==> config.mk <==
export PLATFORM = sky130hd
export DESIGN_NAME = fbdt_mix
export DESIGN_NICKNAME = d
export VERILOG_FILES = /design/src/fbdt_pkg.sv /design/src/fbdt_mix.sv
export SDC_FILE = /design/constraint.sdc
export NUM_CORES = 1
export LEC_CHECK = 0
export BUFFER_PORTS_ARGS = -buffer_cell sky130_fd_sc_hd__buf_2
export CAP_MARGIN = 20
export CORE_ASPECT_RATIO = 1.2
export CORE_UTILIZATION = 65
export CTS_BUF_LIST = sky130_fd_sc_hd__clkbuf_8
export CTS_CLUSTER_DIAMETER = 150
export DETAILED_ROUTE_END_ITERATION = 8
export PLACE_DENSITY = 0.84
export SYNTH_ARGS = -nofsm -noshare
export SYNTH_HDL_FRONTEND = slang
export SYNTH_SLANG_ARGS = --single-unit
==> constraint.sdc <==
create_clock -name clk -period 13.9 [get_ports clk]
set_clock_uncertainty 0.1 [all_clocks]
set_input_delay 2.78 -clock clk [delete_from_list [all_inputs] [get_ports clk]]
set_output_delay 2.78 -clock clk [all_outputs]
set_load 0.1 [all_outputs]
==> src/fbdt_pkg.sv <==
// fbdt_pkg: shared types, constants and helpers for the freezable delay tap.
// No dependencies; imported by every module of the block.
`timescale 1ns / 1ps

package fbdt_pkg;

    // Delay memory geometry (depth must be a power of two: pointer wraps by truncation)
    localparam int DELAY_DEPTH = 262144;
    localparam int ADDR_W      = $clog2(DELAY_DEPTH);

    // Field and register widths
    localparam int SAMPLE_W  = 16;
    localparam int LOOP_W    = 18;
    localparam int PROD_W    = 2 * SAMPLE_W;
    localparam int FRAC_W    = SAMPLE_W - 1;
    localparam int CFG_IDX_W = 2;
    localparam int CFG_DATA_W = LOOP_W;
    localparam int CMP_W     = ((ADDR_W > LOOP_W) ? ADDR_W : LOOP_W) + 1;

    // Register indexes
    localparam logic [CFG_IDX_W-1:0] REG_LOOP_LENGTH   = 2'd0;
    localparam logic [CFG_IDX_W-1:0] REG_REINJECT_GAIN = 2'd1;
    localparam logic [CFG_IDX_W-1:0] REG_FREEZE_MANUAL = 2'd2;

    // Reset values and thresholds
    localparam logic [LOOP_W-1:0]          LOOP_RESET       = 18'd4800;
    localparam logic signed [SAMPLE_W-1:0] GAIN_RESET       = 16'sd0;
    localparam logic signed [SAMPLE_W-1:0] FREEZE_THRESHOLD = 16'sd16384;
    localparam logic signed [SAMPLE_W-1:0] SAMPLE_MAX       = 16'sd32767;
    localparam logic signed [SAMPLE_W-1:0] SAMPLE_MIN       = -16'sd32768;

    // One access bundle towards the delay memory
    typedef struct packed {
        logic                       we;
        logic [ADDR_W-1:0]          waddr;
        logic signed [SAMPLE_W-1:0] wdata;
        logic                       re;
        logic [ADDR_W-1:0]          raddr;
    } mem_req_t;

    // Tap distance clamped to 1..DELAY_DEPTH-1
    function automatic logic [ADDR_W-1:0] clamp_loop(input logic [LOOP_W-1:0] len);
        logic [CMP_W-1:0] lx;
        logic [CMP_W-1:0] res;
        lx  = CMP_W'(len);
        res = lx;
        if (lx == '0)
            res = CMP_W'(1);
        else if (lx > CMP_W'(DELAY_DEPTH - 1))
            res = CMP_W'(DELAY_DEPTH - 1);
        return res[ADDR_W-1:0];
    endfunction

endpackage

==> src/fbdt_mix.sv <==
// fbdt_mix: tap gain multiply and saturating mix, two register stages.
// Depends on fbdt_pkg. Stage 1 lines up with the memory read data.
`timescale 1ns / 1ps

module fbdt_mix
    import fbdt_pkg::*;
(
    input  logic                       clk,
    input  logic                       rst_n,
    input  logic                       en,
    input  logic                       in_valid,
    input  logic signed [SAMPLE_W-1:0] dry,
    input  logic                       tap_ok,
    input  logic signed [SAMPLE_W-1:0] tap_data,
    input  logic signed [SAMPLE_W-1:0] gain,
    output logic                       out_valid,
    output logic signed [SAMPLE_W-1:0] mixed
);

    logic                       s1_valid_reg;
    logic signed [SAMPLE_W-1:0] s1_dry_reg;
    logic                       s1_tap_ok_reg;
    logic                       s2_valid_reg;
    logic signed [SAMPLE_W-1:0] s2_dry_reg;
    logic signed [PROD_W-1:0]   s2_prod_reg;

    logic signed [SAMPLE_W-1:0] tapped;
    logic signed [PROD_W-1:0]   s2_prod_next;
    logic signed [PROD_W-FRAC_W-1:0] scaled;
    logic signed [PROD_W-FRAC_W:0]   sum;

    // never-written entries read as zero
    assign tapped       = s1_tap_ok_reg ? tap_data : '0;
    assign s2_prod_next = gain * tapped;

    always_ff @(posedge clk or negedge rst_n)
    begin
        if (!rst_n)
        begin
            s1_valid_reg <= 1'b0;
            s2_valid_reg <= 1'b0;
        end
        else if (en)
        begin
            s1_valid_reg <= in_valid;
            s2_valid_reg <= s1_valid_reg;
        end
    end

    always_ff @(posedge clk)
    begin
        if (en)
        begin
            s1_dry_reg    <= dry;
            s1_tap_ok_reg <= tap_ok;
            s2_dry_reg    <= s1_dry_reg;
            s2_prod_reg   <= s2_prod_next;
        end
    end

    // floor(prod / 2^15), then add and clip
    assign scaled = s2_prod_reg[PROD_W-1:FRAC_W];
    assign sum    = (PROD_W-FRAC_W+1)'(s2_dry_reg) + (PROD_W-FRAC_W+1)'(scaled);

    always_comb
    begin
        if (sum > (PROD_W-FRAC_W+1)'(SAMPLE_MAX))
            mixed = SAMPLE_MAX;
        else if (sum < (PROD_W-FRAC_W+1)'(SAMPLE_MIN))
            mixed = SAMPLE_MIN;
        else
            mixed = sum[SAMPLE_W-1:0];
    end

    assign out_valid = s2_valid_reg;

endmodule

# [After elaboration in Yosys (flattened, before gate mapping)]
# Index checks and enable logic that the tools add are counted.
[op_classes] add_sub_neg=1 bitwise=0 div_mod_pow=0 reduce_logical=0 order_cmp=2 mux=3 n_eq_ne=0 multipliers=1 shifts=0
[ops] op="two-way mux 16 bit" count=3
[ops] op="multiplier 16 x 16 -> 32 bit" count=1
[ops] op="adder 16 x 17 -> 18 bit" count=1
[ops] op="> comparator 18 x 16 -> 1 bit, second input constant" count=1
[ops] op="< comparator 18 x 16 -> 1 bit, second input constant" count=1
[word_totals] elab_cells=13 regBits=67 input_bits=53 mem_bits_rw=0 rom_bits=0 memories=0 latchBits=0

# [Logic depth before layout (Yosys ltp)]
[logic_depth] depth_word=4 depth_mapped=25 mapped_depth_nobuf=24

# [Worst setup path before layout]
# No wires, ideal clock.
[synth_timing] path_type="input -> register" from="input tap_data[1]" to="register s2_prod_reg[31], data pin" path_buffers=1 path_slack_ns=5.176 t_arrival_ns=8.364 cell_stages=19 required_ns=13.540 path_cell_list="and2_1 clkbuf_1 nand2_1 inv_1 fa_1 fa_1 fa_1 fa_1 fa_1 fa_1 ha_1 a21o_1 a21o_1 a211o_1 a21oi_1 a211oi_1 a2111o_1 a21oi_2 xnor2_1"
[synth_via] elab_chain_cells=2
[synth_lines] element="start, declared" line="fbdt_mix.sv:14" rtl="input logic signed [SAMPLE_W-1:0] tap_data,"
[synth_lines] element="two-way mux 16 bit" line="fbdt_mix.sv:33" rtl="assign tapped = s1_tap_ok_reg ? tap_data : '0;"
[synth_lines] element="multiplier 16 x 16 -> 32 bit" line="fbdt_mix.sv:34" rtl="assign s2_prod_next = gain * tapped;"
[synth_lines] element="via s2_prod_next[31]" line="fbdt_mix.sv:28" rtl="logic signed [PROD_W-1:0] s2_prod_next;"
[synth_lines] element="end signal, assigned" line="fbdt_mix.sv:57" rtl="s2_prod_reg <= s2_prod_next;"
[synth_lines] element="end, declared" line="fbdt_mix.sv:25" rtl="logic signed [PROD_W-1:0] s2_prod_reg;"
# The timed path passes the listed nets, and every way through them passes these cells.
# A chain may end at the register's enable or synchronous reset.

# [Final worst setup path]
# Same ends and word-level chain as after synthesis.

==> summary.txt <==
Top layer in use: met4
CTS tree: built
HPWL after detailed placement: 21400 um
Slew @ Worst Pin: 918 ps
Max FFs per register: 17
Layout area overhead: 4.51%
Final WL: 26400 um
Cts repair resizes: 0
Fmax: 111 MHz
Sequential share of the synthesized area: 0.129
CTS HTree Levels: 2
WL met3: 1660 um
Skew-Pair Late Insertion Delay: 320 ps
GRT Total Usage: 0.302
Clock Root Buffer: clkbuf_8
Syn Inst Count: 1243
Vias: 8745
# clock sinks: 52
DIE WIDTH: 126 um
Netlist cell types: 45
Synthesized Nets: 1654
Yosys warnings: 0
Initial Utilization: 0.662
Layout cell share with drive strength beyond 1: 0.0739
Vias per std cell: 5.84
RSZ-0062 raised after global routing: no
Status: finished clean
Core Area: 18200 um2
Number of synthesized flops with an enable pin: 50
Hold Path Class: register to register
Avg Inst Size Synth: 9.68 um2
Period utilisation layout: 0.647
CP startpoint kind: primary input
Remaining Overflow, GRT: 0
Met1 Wirelength: 9200 um
Synthesized flop and latch total: 52
Min Tclk post-route: 8990 ps
Antenna-violating nets left: 0
Die ar.: 19100 um2
Die Y-Extent: 151 um
Final-report hold violation count: 0
Rel. slew slack: 0.388
First DRT Iteration DRCs: 596
CP Class: primary input to register
Most common cell after layout, fill and taps aside: inv_1
Crit path from: tap_data[1]
Crit end category: register
Fin nets: 1682
Post CTS Setup Buffer Count: 0
DR WL/cell: 17.6 um
# IOs: 70
Main flop type after synthesis: edfxtp_1
Worst-path maximum fanout: 9
Mapped cell area: 12000 um2
Max-cap violations: 0
Vias in the first global route: 9398
Initial antenna violation count: 0
Clock-pin slew on the worst setup and hold paths: 100 ps
Final setup viols: 0
Slew Viols, Final: 0
Remaining DRCs: 0
Crit path DAT: 8960 ps
Global-route wire length before repair: 44300 um
Maximum number of pins on one net before global-route repair: 134
R2R Path Start: s1_tap_ok_reg
Most frequent cells in the layout: 312 x inv_1, 262 x fa_1, 123 x nand2_1, 122 x and3_1, 96 x ha_1
Placer congestion estimate: 0.912
I/O Buffers: 69
Clock buffer count from CTS: 5
Max Buffers Root-to-Sink: 2
Routed met2 length: 13900 um
1st-pass router iterations: 5
Hold buffer count at CTS: 0
Setup TNS after final layout: 0 ps
# rows: 54
Asr flop ratio synth: 0.0385
Hold_sp: s1_dry_reg[0]
WP data required: 13870 ps
-- per-stage QoR --
step,area [um2],setup WS [ps],hold slack [ps],cells,util
finish,12600,4910,328,1497,0.692
global route,12600,4550,336,1496,0.692
CTS,12600,4940,329,1496,0.692
detailed placement,12500,4590,305,1488,0.686
global placement,12500,4790,301,1488,0.686
floorplan,12000,5180,300,1243,-
-- worst paths after layout --
check                                   to  slack [ps]  cells past startpoint
setup / recovery           s2_prod_reg[31]        4910                     19
setup reg to reg           s2_prod_reg[31]        6010                     19
min in group asynchronous        out_valid        2120                      1
hold reg to reg              s2_dry_reg[0]         330                      0
hold / removal               s2_dry_reg[0]         330                      0
max in group asynchronous     s1_valid_reg       11480                      1
-- critical path, stage by stage --
cell	delay, ps
buf_2	140
and2_1	310
nand2_1	150
inv_1	140
fa_1	520
fa_1	900
fa_1	550
fa_1	580
fa_1	430
fa_1	450
ha_1	380
a21o_1	210
a21o_1	170
a211o_1	320
a21oi_1	170
a211oi_1	70
a2111o_1	450
a21oi_2	160
xnor2_1	70
-- per-layer routing --
| metal | vias up | global-route usage |
|---|---|---|
| met2 | 378 | 0.533 |
| met3 | 121 | 0.0459 |
| met4 | 0 | 0.197 |
| met5 | - | 0 |
| li1 | 3890 | - |
| met1 | 4356 | 0.346 |
-- synthesized netlist by cell type, types with 4 or more instances --
cell,instances,area share
a211oi_1,10,0.0062
and2_1,9,0.0047
inv_1,312,0.097
nor2_1,40,0.012
nor3_1,7,0.0029
o21bai_1,4,0.0025
ha_1,96,0.10
a21o_1,9,0.0056
and3_1,122,0.063
clkbuf_1,48,0.015
fa_1,262,0.44
edfxtp_1,50,0.12
nand2_1,123,0.038
o21a_1,9,0.0056
nand3_1,15,0.0062
o21ai_0,25,0.010
xor2_1,11,0.0080
xnor2_1,21,0.015
a21oi_1,24,0.010
or2_2,6,0.0031
-- cell families after synthesis --
| family | after synthesis | synth area share |
|---|---|---|
| and+or+nand+nor | 329 | 0.135 |
| AOI/OAI and AO/OA | 108 | 0.0614 |
| xor gates and xnor gates | 32 | 0.0233 |
| buffers and inverters | 362 | 0.114 |
| DFF | 52 | 0.129 |
| adders and majority gates | 358 | 0.536 |
| muxes | 2 | 0.00187 |
-- layout make-up --
| class | instances | area [um2] |
|---|---|---|
| fill | 1345 | 5600 |
| sequential | 52 | 1550 |
| clock inverter | 3 | 27.5 |
| timing repair buffer | 71 | 360 |
| multi-input combinational | 829 | 9110 |
| inverter | 312 | 1170 |
| antenna | 1 | 2.50 |
| tap | 224 | 280 |
| clock buffer | 5 | 68.8 |
Power is left out: the tool's default activity adds up to more than one toggle a clock period on the data nets, which glitch-free logic cannot reach.
