==> config.mk <==
export PLATFORM = sky130hd
export DESIGN_NAME = fbdt_out_buf
export DESIGN_NICKNAME = d
export VERILOG_FILES = /design/src/fbdt_pkg.sv /design/src/fbdt_out_buf.sv
export SDC_FILE = /design/constraint.sdc
export NUM_CORES = 1
export LEC_CHECK = 0
export BUFFER_PORTS_ARGS = -buffer_cell sky130_fd_sc_hd__buf_2
export CAP_MARGIN = 10
export CORE_UTILIZATION = 36
export CTS_BUF_LIST = sky130_fd_sc_hd__clkbuf_8
export CTS_CLUSTER_DIAMETER = 30
export DETAILED_ROUTE_END_ITERATION = 10
export PLACE_DENSITY = 0.67
export SLEW_MARGIN = 20
export SYNTH_ARGS = -nofsm -noshare
export SYNTH_HDL_FRONTEND = slang
export SYNTH_SLANG_ARGS = --single-unit
==> constraint.sdc <==
create_clock -name clk -period 4.1 [get_ports clk]
set_input_delay 0.41 -clock clk [delete_from_list [all_inputs] [get_ports clk]]
set_output_delay 0.41 -clock clk [all_outputs]
set_load 0.02 [all_outputs]
==> src/fbdt_pkg.sv <==
// fbdt_pkg: shared types, constants and helpers for the freezable delay tap.
// No dependencies; imported by every module of the block.
`timescale 1ns / 1ps

package fbdt_pkg;

    // Delay memory geometry (depth must be a power of two: pointer wraps by truncation)
    localparam int DELAY_DEPTH = 262144;
    localparam int ADDR_W      = $clog2(DELAY_DEPTH);

    // Field and register widths
    localparam int SAMPLE_W  = 16;
    localparam int LOOP_W    = 18;
    localparam int PROD_W    = 2 * SAMPLE_W;
    localparam int FRAC_W    = SAMPLE_W - 1;
    localparam int CFG_IDX_W = 2;
    localparam int CFG_DATA_W = LOOP_W;
    localparam int CMP_W     = ((ADDR_W > LOOP_W) ? ADDR_W : LOOP_W) + 1;

    // Register indexes
    localparam logic [CFG_IDX_W-1:0] REG_LOOP_LENGTH   = 2'd0;
    localparam logic [CFG_IDX_W-1:0] REG_REINJECT_GAIN = 2'd1;
    localparam logic [CFG_IDX_W-1:0] REG_FREEZE_MANUAL = 2'd2;

    // Reset values and thresholds
    localparam logic [LOOP_W-1:0]          LOOP_RESET       = 18'd4800;
    localparam logic signed [SAMPLE_W-1:0] GAIN_RESET       = 16'sd0;
    localparam logic signed [SAMPLE_W-1:0] FREEZE_THRESHOLD = 16'sd16384;
    localparam logic signed [SAMPLE_W-1:0] SAMPLE_MAX       = 16'sd32767;
    localparam logic signed [SAMPLE_W-1:0] SAMPLE_MIN       = -16'sd32768;

    // One access bundle towards the delay memory
    typedef struct packed {
        logic                       we;
        logic [ADDR_W-1:0]          waddr;
        logic signed [SAMPLE_W-1:0] wdata;
        logic                       re;
        logic [ADDR_W-1:0]          raddr;
    } mem_req_t;

    // Tap distance clamped to 1..DELAY_DEPTH-1
    function automatic logic [ADDR_W-1:0] clamp_loop(input logic [LOOP_W-1:0] len);
        logic [CMP_W-1:0] lx;
        logic [CMP_W-1:0] res;
        lx  = CMP_W'(len);
        res = lx;
        if (lx == '0)
            res = CMP_W'(1);
        else if (lx > CMP_W'(DELAY_DEPTH - 1))
            res = CMP_W'(DELAY_DEPTH - 1);
        return res[ADDR_W-1:0];
    endfunction

endpackage

==> src/fbdt_out_buf.sv <==
// fbdt_out_buf: two-entry output buffer that decouples the pipeline stall from tready.
// Depends on fbdt_pkg for the sample width.
`timescale 1ns / 1ps

module fbdt_out_buf
    import fbdt_pkg::*;
(
    input  logic                       clk,
    input  logic                       rst_n,
    input  logic                       push,
    input  logic signed [SAMPLE_W-1:0] push_data,
    output logic                       space,
    output logic                       tvalid,
    input  logic                       tready,
    output logic signed [SAMPLE_W-1:0] tdata
);

    logic [1:0]                 count_reg, count_next;
    logic signed [SAMPLE_W-1:0] slot0_reg, slot0_next;
    logic signed [SAMPLE_W-1:0] slot1_reg, slot1_next;
    logic                       pop;

    assign pop    = tvalid && tready;
    assign tvalid = (count_reg != 2'd0);
    assign tdata  = slot0_reg;
    assign space  = (count_reg != 2'd2);

    always_comb
    begin
        count_next = count_reg;
        slot0_next = slot0_reg;
        slot1_next = slot1_reg;
        case (count_reg)
            2'd0:
            begin
                if (push)
                begin
                    slot0_next = push_data;
                    count_next = 2'd1;
                end
            end
            2'd1:
            begin
                if (push && pop)
                    slot0_next = push_data;
                else if (push)
                begin
                    slot1_next = push_data;
                    count_next = 2'd2;
                end
                else if (pop)
                    count_next = 2'd0;
            end
            2'd2:
            begin
                if (pop)
                begin
                    slot0_next = slot1_reg;
                    count_next = 2'd1;
                end
            end
            default:
            begin
                count_next = 2'd0;
            end
        endcase
    end

    always_ff @(posedge clk or negedge rst_n)
    begin
        if (!rst_n)
            count_reg <= 2'd0;
        else
            count_reg <= count_next;
    end

    always_ff @(posedge clk)
    begin
        slot0_reg <= slot0_next;
        slot1_reg <= slot1_next;
    end

endmodule

---- After elaboration in Yosys (flattened, before gate mapping) ----
Index checks and enable logic that the tools add are counted.
storage, ports and cells
  register bits ........................... 34
  bits of input ports ..................... 20
  output and inout bits ................... 18
  logic and storage cells ................. 30
cells by class
  equality and inequality tests ........... 8
  muxes and demuxes ....................... 10
  bitwise gates (word level) .............. 1
  reductions and logical operators ........ 8
operators with widths
  kind                                                  count
  2-to-1 mux 16 bit                                     3
  case mux 16 bit (3 select lines)                      1
  2-to-1 mux 2 bit                                      5
  inequality test 2 bit (second input constant)         5
  AND reduction 4 bit                                   2
  case mux 2 bit (3 select lines)                       1
  inequality test 3 bit (second input constant)         1
  AND reduction 3 bit                                   1
  nonzero test 3 bit                                    1
  equality test 2 x 1 -> 1 bit (second input constant)  1
  equality test 2 bit (second input constant)           1
  logical AND 1 bit                                     2
  logical NOT 2 bit                                     1
  nonzero test 2 bit                                    1
  inverter 1 bit                                        1

---- Logic depth before layout (Yosys ltp) ----
  word-level depth ........................ 6
  mapped depth ............................ 5
  depth with buffers taken out ............ 3

---- Worst setup path after synthesis ----
No wires, ideal clock.
  kind .................................... reg-to-reg
  start point ............................. reg count_reg[1]
  end point ............................... reg slot0_reg[0] (netlist: tdata[0]), enable pin
  library setup time ...................... 0.411 ns
  arrival ................................. 1.721 ns
  data required time ...................... 3.689 ns
  slack ................................... 1.967 ns
  cell stages (with the launch flop) ...... 3
  buffers on the path ..................... 0
  clock period less this slack ............ 2.133 ns
  cells stage by stage .................... dfrtp_1 > mux2i_1 > o21ai_0
between the ends
  word-level cells in the longest chain between the ends .. 5
  elaborated cells on any way between the ends .. 11
  classes of those cells .................. eq/ne (5); reduce/logical (6)
RTL lines
  what                                    RTL line            RTL
  from (decl)                             fbdt_out_buf.sv:18  logic [1:0] count_reg, count_next;
  from (signal assigned)                  fbdt_out_buf.sv:74  count_reg <= count_next;
  nonzero test 2 bit                      fbdt_out_buf.sv:24  assign tvalid = (count_reg != 2'd0);
  logical AND 1 bit                       fbdt_out_buf.sv:23  assign pop = tvalid && tready;
  logical AND 1 bit                       fbdt_out_buf.sv:44  if (push && pop)
  inequality test 2 bit (no source line)  --
  AND reduction 4 bit (no source line) *  --
  to (signal assigned)                    fbdt_out_buf.sv:79  slot0_reg <= slot0_next;
  to (decl)                               fbdt_out_buf.sv:19  logic signed [SAMPLE_W-1:0] slot0_reg, slot0_next;
Mark *: on every way between the ends. The rest lies on a longest branch, timed or not.
A chain may end at the register's enable or synchronous reset.

---- Worst setup path after layout ----
  start point ............................. reg count_reg[1]
  end point ............................... out space
between the ends
  word-level cells in the longest chain between the ends .. 1
RTL lines
  what                   RTL line            RTL
  inequality test 2 bit  fbdt_out_buf.sv:26  assign space = (count_reg != 2'd2);
  to (decl)              fbdt_out_buf.sv:12  output logic space,
Every way passes these cells.

==> run summary <==
Run status -> complete, no violations
Period Utilization, post-route -> 0.4765
Buffers on Ports -> 37
Top cells by count, synth -> edfxtp_1, mux2_4, mux2_2, dfrtp_1, nand3b_1
Starting Density -> 0.3886
Core area -> 3442 µm²
Root buffer cell -> clkbuf_8
Clk_skew -> 0.004851 ns
Setup crit start -> count_reg[1]$_DFFE_PN0P_
Final Max Slew Viols -> 0
RSZ-0062 raised after global routing -> no
Placer Congestion -> 0.6434
Wire per inst -> 13.63 µm
GRT Util Overall -> 0.1181
TritonCTS Buffers -> 5
Cell Chain, Critical Path -> nor2b_4, inv_2, buf_2
Max FO, Critical Path -> 17
First-pass GRT wire length -> 3339 µm
Synth area leader -> edfxtp_1
Slowest cell on the critical path -> nor2b_4
Layout area overhead -> 23.76%
Top cells by area, synth -> edfxtp_1, mux2_4, mux2_2
CP endpoint -> space
Tmin final -> 1.954 ns
Layout cells sized above 1 -> 0.5926
Routed WL -> 2099 µm
Postcts setup bufs -> 0
Cell area after synthesis -> 1338 µm²
Avg Cell Area, Syn -> 21.23 µm²
Worst-margin pin slew -> 0.6284 ns
Rel. slew slack -> 0.5802
Ys flop type -> edfxtp_1
Clk Latency, worst-skew pair -> 0.28 ns
Lkg Pwr -> 0.0006388 µW
IO Pins -> 38
Ys async rst share -> 0.05882
Sequential share of the synthesized area -> 0.7558
Initial antenna violation count -> 0
R2R setup slack -> 2.42 ns
Tot Pwr -> 779.5 µW
CTS tree -> built
CTS Sinks -> 34
CP Capture Type -> output pin
Largest net degree at the start of global routing -> 18
Most common cell in the synthesized netlist -> edfxtp_1
Critical path arrival -> 1.54 ns
R2R depth -> 2
GR Overflow Total -> 0
Clk slew on worst S/H paths -> 0.07 ns
Drt initial violations -> 10
WL met3 -> 130 µm
Power density over cell area -> 470.9 nW/µm²
Crit start category -> flip-flop
H-tree depth -> 2
Initial DRT Pass Iterations -> 4
Post-cts sizing count -> 0
Die Footprint -> 3963 µm²
Post-Syn Instances -> 63
Via Count -> 701
Number of enable flip-flop cells after synthesis -> 32
DR top layer -> met4
Fmax -> 511.9 MHz
Final Setup Violations -> 0
YS warnings -> 0
Die W -> 62.96 µm
Min-Delay Path Class -> input port to flip-flop
Req. time, crit path -> 3.69 ns
R2r endpoint -> tdata[15]$_DFFE_PP_
M1 WL -> 959 µm
Final #Nets -> 127
Vias per cell -> 4.552
Diode count -> 0
Vias in the first global route -> 696
Number of core rows -> 21
Synth top area share -> 0.7184
# DRC -> 0
CTS max path bufs -> 2
Kind of critical path -> flip-flop to output pin
FF+latch count, synth -> 34
Post-route ant nets -> 0
Final hold vios -> 0
IR drop worst, VDD -> 0.0001213 V
Die Y-Extent -> 62.96 µm
Met2 WL post-DR -> 954 µm
DP HPWL -> 1429 µm
Synth cell types -> 16
Syn_nets -> 83
Reg-to-reg startpoint -> count_reg[1]$_DFFE_PN0P_
Max stage delay on crit path -> 0.58 ns
WHS -> 0.3227 ns
Total Neg Setup Slack -> 0 ns
Max-cap violations -> 0
## metrics by stage
step                worst slack [ns]  area (µm²)  instances    util
global route                   2.026        1655        154  0.4809
floorplan                      1.967        1338         63       -
finish                         2.146        1655        154  0.4809
CTS                            1.762        1650        154  0.4795
global placement               2.159        1559        145  0.4529
detailed placement             2.071        1559        145  0.4529
## layout make-up
cell class	count	area (µm²)
tap	46	57.56
clock inverter	3	12.51
timing repair buffer	39	202.7
inverter	1	3.754
sequential	34	1011
clock buffer	5	68.82
fill	308	1787
multi-input combinational	26	299.0
## worst max-delay path: cells and delay by family, from the launching register on
family	cells	cell delay [ns]
DFF	1	0.43
buffers and inverters	2	0.26
and+or+nand+nor	1	0.58
## cells by family after synthesis
logic type             count (synthesis)  share of synthesized area
buffers and inverters                  3                    0.02619
DFF                                   34                     0.7558
AOI/OAI and AO/OA                      3                    0.01309
muxes                                 17                     0.1675
and+or+nand+nor                        6                    0.03742
## power by group
part	switching, µW	internal [µW]	total (µW)
Sequential	11.6	421	433
Clock	111	114	225
Combinational	70.7	51.4	122
## cell usage in the layout, fill, tap and decap left out, drive strengths merged
cell type and n:
clkbuf 5, mux2i 1, buf 38, inv 2, edfxtp 32, dlygate4sd3 1
o21ai 1, a21oi 1, clkinv 2, or4b 1, or2 1, dfrtp 2
nor2b 1, and4bb 1, o211ai 1, nand3b 2, mux2 16
## how the worst min path moves through the flow
stage / startpoint / end / slack [ns] / cells after the start
3_3_place_gp: rst_n / count_reg[0]$_DFFE_PN0P_ / 0.20 / 1
3_5_place_dp: rst_n / count_reg[0]$_DFFE_PN0P_ / 0.21 / 1
2_1_floorplan: rst_n / count_reg[0]$_DFFE_PN0P_ / 0.11 / 0
4_1_cts: push_data[13] / slot1_reg[13]$_DFFE_PP_ / 0.31 / 1
5_1_grt: push_data[13] / slot1_reg[13]$_DFFE_PP_ / 0.31 / 1
6_report: push_data[3] / slot1_reg[3]$_DFFE_PP_ / 0.32 / 1
## per-layer routing
layer	global-route usage	vias up
met1	0.1440	331
li1	-	337
met4	0.07849	0
met5	0	-
met2	0.1694	27
met3	0.04927	6
## repair_timing
| action | CTS | global route |
|---|---|---|
| hold endpoints to repair | 2 | 0 |
| endpoints found under the setup margin | 0 | 0 |
| hold buffers | 1 | 0 |
Power figures use the tool's default switching activity.
